<file path="config.mk">
export PLATFORM = sky130hd
export DESIGN_NAME = iteration_to_hsv_palette
export DESIGN_NICKNAME = d
export VERILOG_FILES = /design/src/sv/ithp_pkg.sv /design/src/sv/ithp_prep.sv /design/src/sv/ithp_div_cell.sv /design/src/sv/ithp_color.sv /design/src/sv/iteration_to_hsv_palette.sv
export SDC_FILE = /design/constraint.sdc
export NUM_CORES = 2
export LEC_CHECK = 0
export ABC_AREA = 1
export BUFFER_PORTS_ARGS = -buffer_cell sky130_fd_sc_hd__buf_2
export CAP_MARGIN = 30
export CORE_MARGIN = 1
export CORE_UTILIZATION = 50
export CTS_CLUSTER_SIZE = 12
export DETAILED_ROUTE_END_ITERATION = 8
export PLACE_DENSITY = 0.72
export SETUP_SLACK_MARGIN = 0.02
export SYNTH_ARGS = -nofsm -noshare
export SYNTH_HDL_FRONTEND = slang
export SYNTH_SLANG_ARGS = --single-unit
export TNS_END_PERCENT = 30
</file>
<file path="constraint.sdc">
create_clock -name clk -period 6.9 [get_ports clk]
set_input_delay 1.035 -clock clk [delete_from_list [all_inputs] [get_ports clk]]
set_output_delay 1.035 -clock clk [all_outputs]
set_load 0.05 [all_outputs]
</file>
<file path="src/sv/ithp_pkg.sv">
// Shared widths, constants and register codes of the iteration-to-HSV palette.
`default_nettype none
package ithp_pkg;

    // Field widths fixed by the interface.
    localparam int CNT_W = 16;
    localparam int OFF_W = 8;
    localparam int CH_W  = 8;

    // Hue numerator and denominator widths: k needs 17 bits, 6*(19+400k) needs 28,
    // and 19+400*(limit+offset) stays below 2^25.
    localparam int K_W   = 17;
    localparam int NUM_W = 28;
    localparam int DEN_W = 25;

    // Integer part of six times the hue (0..6).
    localparam int SECT_W = 3;

    // Default number of fractional quotient bits.
    localparam int FRAC_BITS_DEF = 16;

    // Hue ramp constants.
    localparam int HUE_BASE = 19;
    localparam int HUE_STEP = 400;
    localparam int HUE_SIX  = 6;

    // Channel levels scaled by 255 at saturation 0.8.
    localparam logic [CH_W-1:0] LEVEL_V = 8'd255;
    localparam logic [CH_W-1:0] LEVEL_P = 8'd51;
    localparam logic [CH_W-1:0] SLOPE   = 8'd204;

    // Configuration port.
    localparam int ADDR_W = 3;
    localparam int DATA_W = 32;
    localparam logic REG_LIMIT  = 1'b0;
    localparam logic REG_OFFSET = 1'b1;
    localparam logic [CNT_W-1:0] LIMIT_RESET  = 16'd50;
    localparam logic [OFF_W-1:0] OFFSET_RESET = 8'd0;

endpackage
`default_nettype wire

</file>
<file path="src/sv/ithp_prep.sv">
// Front stage: saturates the count and forms the hue numerator and denominator.
`default_nettype none
module ithp_prep #(
    parameter int FRAC_BITS = ithp_pkg::FRAC_BITS_DEF
) (
    input  wire logic                        clk,
    input  wire logic                        rst_n,
    input  wire logic                        in_valid,
    output logic                             in_ready,
    input  wire logic [ithp_pkg::CNT_W-1:0]  escape_count,
    input  wire logic [ithp_pkg::CNT_W-1:0]  limit,
    input  wire logic [ithp_pkg::OFF_W-1:0]  offset,
    output logic                             out_valid,
    input  wire logic                        out_ready,
    output logic [ithp_pkg::DEN_W-1:0]       out_rem,
    output logic [FRAC_BITS+2:0]             out_qd,
    output logic [ithp_pkg::DEN_W-1:0]       out_den
);
    localparam int Q_W = FRAC_BITS + 3;

    logic                        valid_reg;
    logic [ithp_pkg::DEN_W-1:0]  rem_reg;
    logic [Q_W-1:0]              qd_reg;
    logic [ithp_pkg::DEN_W-1:0]  den_reg;

    logic [ithp_pkg::CNT_W-1:0]  count_sat;
    logic [ithp_pkg::K_W-1:0]    k_val;
    logic [ithp_pkg::K_W-1:0]    span;
    logic [ithp_pkg::NUM_W-1:0]  base;
    logic [ithp_pkg::NUM_W-1:0]  num;
    logic [ithp_pkg::NUM_W-1:0]  den_full;

    // Hue numerator 6*(19+400k) and denominator 19+400*(limit+offset).
    always_comb
    begin
        count_sat = (escape_count > limit) ? limit : escape_count;
        k_val     = ithp_pkg::K_W'(offset) + ithp_pkg::K_W'(limit)
                  - ithp_pkg::K_W'(count_sat);
        span      = ithp_pkg::K_W'(limit) + ithp_pkg::K_W'(offset);
        base      = ithp_pkg::NUM_W'(ithp_pkg::HUE_BASE)
                  + ithp_pkg::NUM_W'(k_val) * ithp_pkg::NUM_W'(ithp_pkg::HUE_STEP);
        num       = base * ithp_pkg::NUM_W'(ithp_pkg::HUE_SIX);
        den_full  = ithp_pkg::NUM_W'(ithp_pkg::HUE_BASE)
                  + ithp_pkg::NUM_W'(span) * ithp_pkg::NUM_W'(ithp_pkg::HUE_STEP);
    end

    assign in_ready = !valid_reg || out_ready;

    // The dividend is num * 2^FRAC_BITS; its bits above the quotient width seed the
    // remainder, and the low three numerator bits lead the bits still to shift in.
    always_ff @(posedge clk or negedge rst_n)
    begin
        if (!rst_n)
        begin
            valid_reg <= 1'b0;
        end
        else if (in_ready)
        begin
            valid_reg <= in_valid;
        end
    end

    always_ff @(posedge clk)
    begin
        if (in_ready && in_valid)
        begin
            rem_reg <= num[ithp_pkg::NUM_W-1:3];
            qd_reg  <= {num[2:0], FRAC_BITS'(0)};
            den_reg <= den_full[ithp_pkg::DEN_W-1:0];
        end
    end

    assign out_valid = valid_reg;
    assign out_rem   = rem_reg;
    assign out_qd    = qd_reg;
    assign out_den   = den_reg;

endmodule
`default_nettype wire

</file>
<file path="src/sv/ithp_div_cell.sv">
// One restoring-division cell: resolves one quotient bit and passes the item on.
`default_nettype none
module ithp_div_cell #(
    parameter int Q_W = ithp_pkg::FRAC_BITS_DEF + 3
) (
    input  wire logic                        clk,
    input  wire logic                        rst_n,
    input  wire logic                        in_valid,
    output logic                             in_ready,
    input  wire logic [ithp_pkg::DEN_W-1:0]  in_rem,
    input  wire logic [Q_W-1:0]              in_qd,
    input  wire logic [ithp_pkg::DEN_W-1:0]  in_den,
    output logic                             out_valid,
    input  wire logic                        out_ready,
    output logic [ithp_pkg::DEN_W-1:0]       out_rem,
    output logic [Q_W-1:0]                   out_qd,
    output logic [ithp_pkg::DEN_W-1:0]       out_den
);
    localparam int DEN_W = ithp_pkg::DEN_W;

    logic               valid_reg;
    logic [DEN_W-1:0]   rem_reg;
    logic [Q_W-1:0]     qd_reg;
    logic [DEN_W-1:0]   den_reg;

    logic [DEN_W:0]     shifted;
    logic [DEN_W:0]     diff;
    logic               ge;
    logic [DEN_W-1:0]   rem_next;
    logic [Q_W-1:0]     qd_next;

    // Shift the next dividend bit into the remainder and try to subtract.
    always_comb
    begin
        shifted  = {in_rem, in_qd[Q_W-1]};
        diff     = shifted - {1'b0, in_den};
        ge       = (shifted >= {1'b0, in_den});
        rem_next = ge ? diff[DEN_W-1:0] : shifted[DEN_W-1:0];
        qd_next  = {in_qd[Q_W-2:0], ge};
    end

    assign in_ready = !valid_reg || out_ready;

    always_ff @(posedge clk or negedge rst_n)
    begin
        if (!rst_n)
        begin
            valid_reg <= 1'b0;
        end
        else if (in_ready)
        begin
            valid_reg <= in_valid;
        end
    end

    always_ff @(posedge clk)
    begin
        if (in_ready && in_valid)
        begin
            rem_reg <= rem_next;
            qd_reg  <= qd_next;
            den_reg <= in_den;
        end
    end

    assign out_valid = valid_reg;
    assign out_rem   = rem_reg;
    assign out_qd    = qd_reg;
    assign out_den   = den_reg;

endmodule
`default_nettype wire

</file>
<file path="src/sv/ithp_color.sv">
// Back stage: turns six times the hue into RGB levels and holds the result.
`default_nettype none
module ithp_color #(
    parameter int FRAC_BITS = ithp_pkg::FRAC_BITS_DEF
) (
    input  wire logic                       clk,
    input  wire logic                       rst_n,
    input  wire logic                       in_valid,
    output logic                            in_ready,
    input  wire logic [FRAC_BITS+2:0]       hue6,
    output logic                            out_valid,
    input  wire logic                       out_stall,
    output logic [ithp_pkg::CH_W-1:0]       red,
    output logic [ithp_pkg::CH_W-1:0]       green,
    output logic [ithp_pkg::CH_W-1:0]       blue
);
    localparam int CH_W   = ithp_pkg::CH_W;
    localparam int PROD_W = FRAC_BITS + CH_W;

    localparam logic [ithp_pkg::SECT_W-1:0] SECT_RED_UP   = 3'd0;
    localparam logic [ithp_pkg::SECT_W-1:0] SECT_GREEN_IN = 3'd1;
    localparam logic [ithp_pkg::SECT_W-1:0] SECT_BLUE_UP  = 3'd2;
    localparam logic [ithp_pkg::SECT_W-1:0] SECT_GREEN_DN = 3'd3;
    localparam logic [ithp_pkg::SECT_W-1:0] SECT_RED_IN   = 3'd4;
    localparam logic [ithp_pkg::SECT_W-1:0] SECT_BLUE_DN  = 3'd5;
    localparam logic [ithp_pkg::SECT_W-1:0] SECT_FULL     = 3'd6;

    logic               valid_reg;
    logic [CH_W-1:0]    red_reg;
    logic [CH_W-1:0]    green_reg;
    logic [CH_W-1:0]    blue_reg;

    logic [ithp_pkg::SECT_W-1:0] sector;
    logic [PROD_W-1:0]  prod;
    logic [CH_W-1:0]    ramp;
    logic               ramp_frac;
    logic [CH_W-1:0]    lvl_q;
    logic [CH_W-1:0]    lvl_t;
    logic [CH_W-1:0]    red_next;
    logic [CH_W-1:0]    green_next;
    logic [CH_W-1:0]    blue_next;

    // Falling level q truncates 255*(1-0.8f), so the scaled fraction rounds up;
    // rising level t rounds it down.
    always_comb
    begin
        sector    = hue6[FRAC_BITS+2:FRAC_BITS];
        prod      = PROD_W'(ithp_pkg::SLOPE) * PROD_W'(hue6[FRAC_BITS-1:0]);
        ramp      = prod[PROD_W-1:FRAC_BITS];
        ramp_frac = (prod[FRAC_BITS-1:0] != '0);
        lvl_q     = ithp_pkg::LEVEL_V - ramp - CH_W'(ramp_frac);
        lvl_t     = ithp_pkg::LEVEL_P + ramp;
    end

    // Sector arrangement; a hue of exactly one shares the last sector's colors.
    always_comb
    begin
        case (sector) inside
            SECT_RED_UP:
            begin
                red_next = ithp_pkg::LEVEL_V; green_next = lvl_t; blue_next = ithp_pkg::LEVEL_P;
            end
            SECT_GREEN_IN:
            begin
                red_next = lvl_q; green_next = ithp_pkg::LEVEL_V; blue_next = ithp_pkg::LEVEL_P;
            end
            SECT_BLUE_UP:
            begin
                red_next = ithp_pkg::LEVEL_P; green_next = ithp_pkg::LEVEL_V; blue_next = lvl_t;
            end
            SECT_GREEN_DN:
            begin
                red_next = ithp_pkg::LEVEL_P; green_next = lvl_q; blue_next = ithp_pkg::LEVEL_V;
            end
            SECT_RED_IN:
            begin
                red_next = lvl_t; green_next = ithp_pkg::LEVEL_P; blue_next = ithp_pkg::LEVEL_V;
            end
            SECT_BLUE_DN, SECT_FULL:
            begin
                red_next = ithp_pkg::LEVEL_V; green_next = ithp_pkg::LEVEL_P; blue_next = lvl_q;
            end
            default:
            begin
                red_next = ithp_pkg::LEVEL_V; green_next = ithp_pkg::LEVEL_P; blue_next = lvl_q;
            end
        endcase
    end

    assign in_ready = !valid_reg || !out_stall;

    // Output register: a new color loads whenever the held one is taken or absent.
    always_ff @(posedge clk or negedge rst_n)
    begin
        if (!rst_n)
        begin
            valid_reg <= 1'b0;
        end
        else if (in_ready)
        begin
            valid_reg <= in_valid;
        end
    end

    always_ff @(posedge clk)
    begin
        if (in_ready && in_valid)
        begin
            red_reg   <= red_next;
            green_reg <= green_next;
            blue_reg  <= blue_next;
        end
    end

    assign out_valid = valid_reg;
    assign red       = red_reg;
    assign green     = green_reg;
    assign blue      = blue_reg;

endmodule
`default_nettype wire

</file>
<file path="src/sv/iteration_to_hsv_palette.sv">
// Top level of the escape-count to RGB palette with its configuration registers.
`default_nettype none
// Maps each escape-iteration count to an RGB color on an HSV wheel with saturation
// 0.8 and value 1. The block accepts one count per clock while in_stall is low and
// returns one color per count, in order. A front stage forms the hue numerator and
// denominator, a chain of FRAC_BITS + 3 division cells resolves one quotient bit
// each, and a back stage picks the sector levels into the output register. Any
// stage that holds a bubble still takes new data while the output is stalled.
// Registers (APB, byte address 4*i): 0 iteration_limit (16 bits, reset 50),
// 1 palette_offset (8 bits, reset 0); write them only while the block is empty.
module iteration_to_hsv_palette #(
    parameter int FRAC_BITS = ithp_pkg::FRAC_BITS_DEF
) (
    input  wire logic                          clk,
    input  wire logic                          rst_n,
    input  wire logic                          psel,
    input  wire logic                          penable,
    input  wire logic                          pwrite,
    input  wire logic [ithp_pkg::ADDR_W-1:0]   paddr,
    input  wire logic [ithp_pkg::DATA_W-1:0]   pwdata,
    output logic [ithp_pkg::DATA_W-1:0]        prdata,
    output logic                               pready,
    input  wire logic                          in_valid,
    output logic                               in_stall,
    input  wire logic [ithp_pkg::CNT_W-1:0]    escape_count,
    output logic                               out_valid,
    input  wire logic                          out_stall,
    output logic [ithp_pkg::CH_W-1:0]          red,
    output logic [ithp_pkg::CH_W-1:0]          green,
    output logic [ithp_pkg::CH_W-1:0]          blue
);
    localparam int Q_W   = FRAC_BITS + 3;
    localparam int DEN_W = ithp_pkg::DEN_W;

    logic [ithp_pkg::CNT_W-1:0] limit_reg;
    logic [ithp_pkg::OFF_W-1:0] offset_reg;
    logic                       cfg_write;

    logic                       stg_valid [0:Q_W];
    logic                       stg_ready [0:Q_W];
    logic [DEN_W-1:0]           stg_rem   [0:Q_W];
    logic [Q_W-1:0]             stg_qd    [0:Q_W];
    logic [DEN_W-1:0]           stg_den   [0:Q_W];
    logic                       prep_ready;

    // Configuration registers; every transfer completes in its access cycle.
    assign pready    = 1'b1;
    assign cfg_write = psel && penable && pwrite;

    always_ff @(posedge clk or negedge rst_n)
    begin
        if (!rst_n)
        begin
            limit_reg  <= ithp_pkg::LIMIT_RESET;
            offset_reg <= ithp_pkg::OFFSET_RESET;
        end
        else if (cfg_write)
        begin
            unique case (paddr[2])
                ithp_pkg::REG_LIMIT:  limit_reg  <= pwdata[ithp_pkg::CNT_W-1:0];
                ithp_pkg::REG_OFFSET: offset_reg <= pwdata[ithp_pkg::OFF_W-1:0];
                default:              limit_reg  <= limit_reg;
            endcase
        end
    end

    always_comb
    begin
        unique case (paddr[2])
            ithp_pkg::REG_LIMIT:  prdata = ithp_pkg::DATA_W'(limit_reg);
            ithp_pkg::REG_OFFSET: prdata = ithp_pkg::DATA_W'(offset_reg);
            default:              prdata = '0;
        endcase
    end

    // Hue numerator and denominator.
    assign in_stall = !prep_ready;

    ithp_prep #(
        .FRAC_BITS (FRAC_BITS)
    ) u_prep (
        .clk          (clk),
        .rst_n        (rst_n),
        .in_valid     (in_valid),
        .in_ready     (prep_ready),
        .escape_count (escape_count),
        .limit        (limit_reg),
        .offset       (offset_reg),
        .out_valid    (stg_valid[0]),
        .out_ready    (stg_ready[0]),
        .out_rem      (stg_rem[0]),
        .out_qd       (stg_qd[0]),
        .out_den      (stg_den[0])
    );

    // Chain of division cells, one quotient bit per cell.
    for (genvar gi = 0; gi < Q_W; gi++)
    begin : g_div
        ithp_div_cell #(
            .Q_W (Q_W)
        ) u_cell (
            .clk       (clk),
            .rst_n     (rst_n),
            .in_valid  (stg_valid[gi]),
            .in_ready  (stg_ready[gi]),
            .in_rem    (stg_rem[gi]),
            .in_qd     (stg_qd[gi]),
            .in_den    (stg_den[gi]),
            .out_valid (stg_valid[gi+1]),
            .out_ready (stg_ready[gi+1]),
            .out_rem   (stg_rem[gi+1]),
            .out_qd    (stg_qd[gi+1]),
            .out_den   (stg_den[gi+1])
        );
    end

    // Sector levels and output register.
    ithp_color #(
        .FRAC_BITS (FRAC_BITS)
    ) u_color (
        .clk       (clk),
        .rst_n     (rst_n),
        .in_valid  (stg_valid[Q_W]),
        .in_ready  (stg_ready[Q_W]),
        .hue6      (stg_qd[Q_W]),
        .out_valid (out_valid),
        .out_stall (out_stall),
        .red       (red),
        .green     (green),
        .blue      (blue)
    );

`ifndef NO_ASSERTIONS
    // The final quotient never exceeds six whole sectors.
    a_hue_range: assert property (@(posedge clk) disable iff (!rst_n)
        stg_valid[Q_W] |-> (stg_qd[Q_W][Q_W-1:FRAC_BITS] <= 3'd6))
        else $error("hue quotient beyond sector six");

    // The remainder leaving the last cell stays below the divisor.
    a_rem_bound: assert property (@(posedge clk) disable iff (!rst_n)
        stg_valid[Q_W] |-> (stg_rem[Q_W] < stg_den[Q_W]))
        else $error("division remainder not below divisor");

    // A color appears at the output only after the last cell held an item.
    a_out_source: assert property (@(posedge clk) disable iff (!rst_n)
        $rose(out_valid) |-> $past(stg_valid[Q_W]))
        else $error("output valid without a finished division");

    // The front stage seeds a remainder below the divisor.
    a_seed_bound: assert property (@(posedge clk) disable iff (!rst_n)
        stg_valid[0] |-> (stg_rem[0] < stg_den[0]))
        else $error("seed remainder not below divisor");
`endif

endmodule
`default_nettype wire

</file>
==> flow_summary.ini <==
[final_layout]
seqCellArea_sq_um = 33650
finalNonFillerCells = 9458
drive_gt1_frac = 0.1376
final.fill_count = 11510
fin_util = 0.5822
area_growth_pct = 15.20
layout.nets = 8330
largest_reg_flops = 448
multiInputGateArea_sq_um = 32040

[sta]
slew_headroom = 0.2978
rsz0062_at_grt = true
final-hold-violation-count = 0
tightestPinTransition_ns = 1.040
finClkSkew_ns = 0.06257
min_period_ns = 7.257
worst_slack_ns = -0.3572
tns_ns = -2.688
finalCritPeriodShare = 1.052
fmax_ghz = 0.1378
final_max_slew_viol_count = 0
whs_ns = 0.3885
setup_viol = 10

[synth]
synth-main-ff-cell = edfxtp_1
synth_top_area_share = 0.4739
ys_top_cells_by_count = 1198 x nand2_1, 1083 x edfxtp_1, 1063 x inv_1
netlist_area_sq_um = 68630
ys_seq_area_frac = 0.4903
ys_seq_elements = 1128
ys_async_sr_fraction = 0.03989
synthCells = 7097
synth_area_leader_cell = edfxtp_1
yosys-top-cells-area = edfxtp_1 47%, ha_1 12%, nand2_1 6.6%
ys_types = 73
synth.most_common_cell = nand2_1
avgSynthCellArea_sq_um = 9.670
yosys_warnings = 0
synth-edff-count = 1083

[critical_path]
cp-start-kind = flip-flop
slowest_stage = dfstp_2
crit_arrival_ns = 7.75
endpoint_kind = flip-flop
critPathMaxStageDelay_ns = 0.55
path_common_cell = nand2_1
path_class = flip-flop to flip-flop
cp_data_required_time_ns = 7.39
cp_max_fo = 7

[job]
maxCapViolations = 0

[detailed_routing]
wl_per_cell_um = 16.45
drc = 0
vias = 50350
postRouteAntennaNets = 0
via_per_inst = 5.323
drtPass1Iterations = 6
drtIter0Drc = 3326
wl_mm = 155.6

[floorplanning]
io-pin-count = 117
die_h_um = 372.5
initial_core_util = 0.5054
core_area_sq_um = 135800
dieArea_sq_um = 138700
die_w_um = 372.5
core.rowCount = 135

[cts]
cts_made_buffers = 119
ctsHoldBuffers = 0
root_buffer = clkbuf_16
cts.htree.levels = 3
cts.sinks = 1128
clockBufferDepth = 3
tritoncts = done
clock_latency_ns = 0.76
clk_pin_slew_worst_paths_ns = 0.06

[placed_design]
dp_hpwl_mm = 121.5
place.gp.congestion = 0.8980
place_inst = 9199
numPortBuffers = 81

[global_route]
grt_max_degree = 64
grt_pass1_wl_mm = 249.9
grtUsageTotal = 0.2237
grt-ovfl-total = 0
grt_antenna_before_repair = 1
grt_pass1_vias = 49070

[outcome]
violations = negative setup slack
outcome = finished with violations

[min_path]
hold_class = flip-flop to flip-flop
[worst paths after layout]
path,from,endpoint,slack (ns),cells after the start
setup / recovery,limit_reg[1]$_DFFE_PN1P_,u_prep.out_rem[23]$_DFFE_PP_,-0.36,49
hold / removal,g_div[17].u_cell.out_qd[4]$_DFFE_PP_,g_div[18].u_cell.out_qd[5]$_DFFE_PP_,0.39,0
setup reg to reg,limit_reg[1]$_DFFE_PN1P_,u_prep.out_rem[23]$_DFFE_PP_,-0.36,49
hold reg to reg,g_div[17].u_cell.out_qd[4]$_DFFE_PP_,g_div[18].u_cell.out_qd[5]$_DFFE_PP_,0.39,0
max in group asynchronous,rst_n,limit_reg[12]$_DFFE_PN0P_,6.05,2
min in group asynchronous,rst_n,g_div[4].u_cell.out_valid$_DFFE_PN0P_,0.41,2
[through the flow]
stage / setup WS [ns] / instance area (sq um)
final: -0.3572 / 79060
after global routing: -0.7862 / 79060
after CTS: -0.3525 / 78040
after detailed placement: -1.492 / 73580
after global placement: -1.250 / 73490
after floorplan: -0.7186 / 68850
[per-layer routing]
| layer | vias up | wire [um] | global-route usage |
|---|---|---|---|
| li1 | 25320 | - | - |
| met5 | - | 0 | 0 |
| met2 | 1078 | 76570 | 0.3905 |
| met1 | 23690 | 68360 | 0.2911 |
| met4 | 0 | 3806 | 0.06264 |
| met3 | 256 | 6868 | 0.02794 |
[timing repair]
action	CTS	global route
endpoints found under the setup margin	13	15
pin swaps	37	146
gates cloned	1	0
gates resized for setup	109	171
buffers inserted	26	20
[kinds of logic (layout without fill, tap and decap cells)]
| group | Yosys count | in the layout | synth area share |
|---|---|---|---|
| and+or+nand+nor | 2223 | 2223 | 0.1395 |
| AOI/OAI and AO/OA | 1436 | 1436 | 0.1168 |
| buffers and inverters | 1188 | 1752 | 0.06685 |
| DFF | 1128 | 1128 | 0.4903 |
| adders and majority gates | 686 | 686 | 0.1304 |
| xor gates and xnor gates | 433 | 433 | 0.05586 |
| other | 2 | 18 | 0.0001094 |
| muxes | 1 | 1 | 0.0001641 |
[final cells by class]
| type | instances | area share |
|---|---|---|
| flip-flops and latches | 1128 | 0.4256 |
| multi-input cells | 4796 | 0.4053 |
| inverters | 1088 | 0.05175 |
| repair buffers | 453 | 0.04248 |
| clock buffers | 149 | 0.03934 |
| well taps | 1781 | 0.02819 |
| clock inverters | 62 | 0.007264 |
| diodes | 1 | 0.00003165 |
[cells in the final DEF, fill, tap and decap left out, drive strengths merged, types with 42 or more instances in the layout]
cell    instances
a21o           47
a21oi         661
buf           453
clkbuf        149
clkinv         52
dfrtp          42
edfxtp       1083
fa             49
ha            637
inv          1085
nand2        1229
nand3         278
nand4          63
nor2          462
nor3           84
o21ai         476
or2            57
xnor2         190
xor2          243
[critical path, delay by kind of cell (launching register included)]
| kind | cells | cell delay, ns |
|---|---|---|
| flip-flops | 1 | 0.55 |
| buffers and inverters | 7 | 0.51 |
| AND/OR/NAND/NOR | 20 | 1.83 |
| XOR/XNOR | 2 | 0.43 |
| AO/OA/AOI/OAI | 13 | 1.68 |
| adder cells (fa/ha/maj) | 7 | 2.03 |
Power is left out: the tool's default activity adds up to more than one toggle a clock period on the data nets, which glitch-free logic cannot reach.
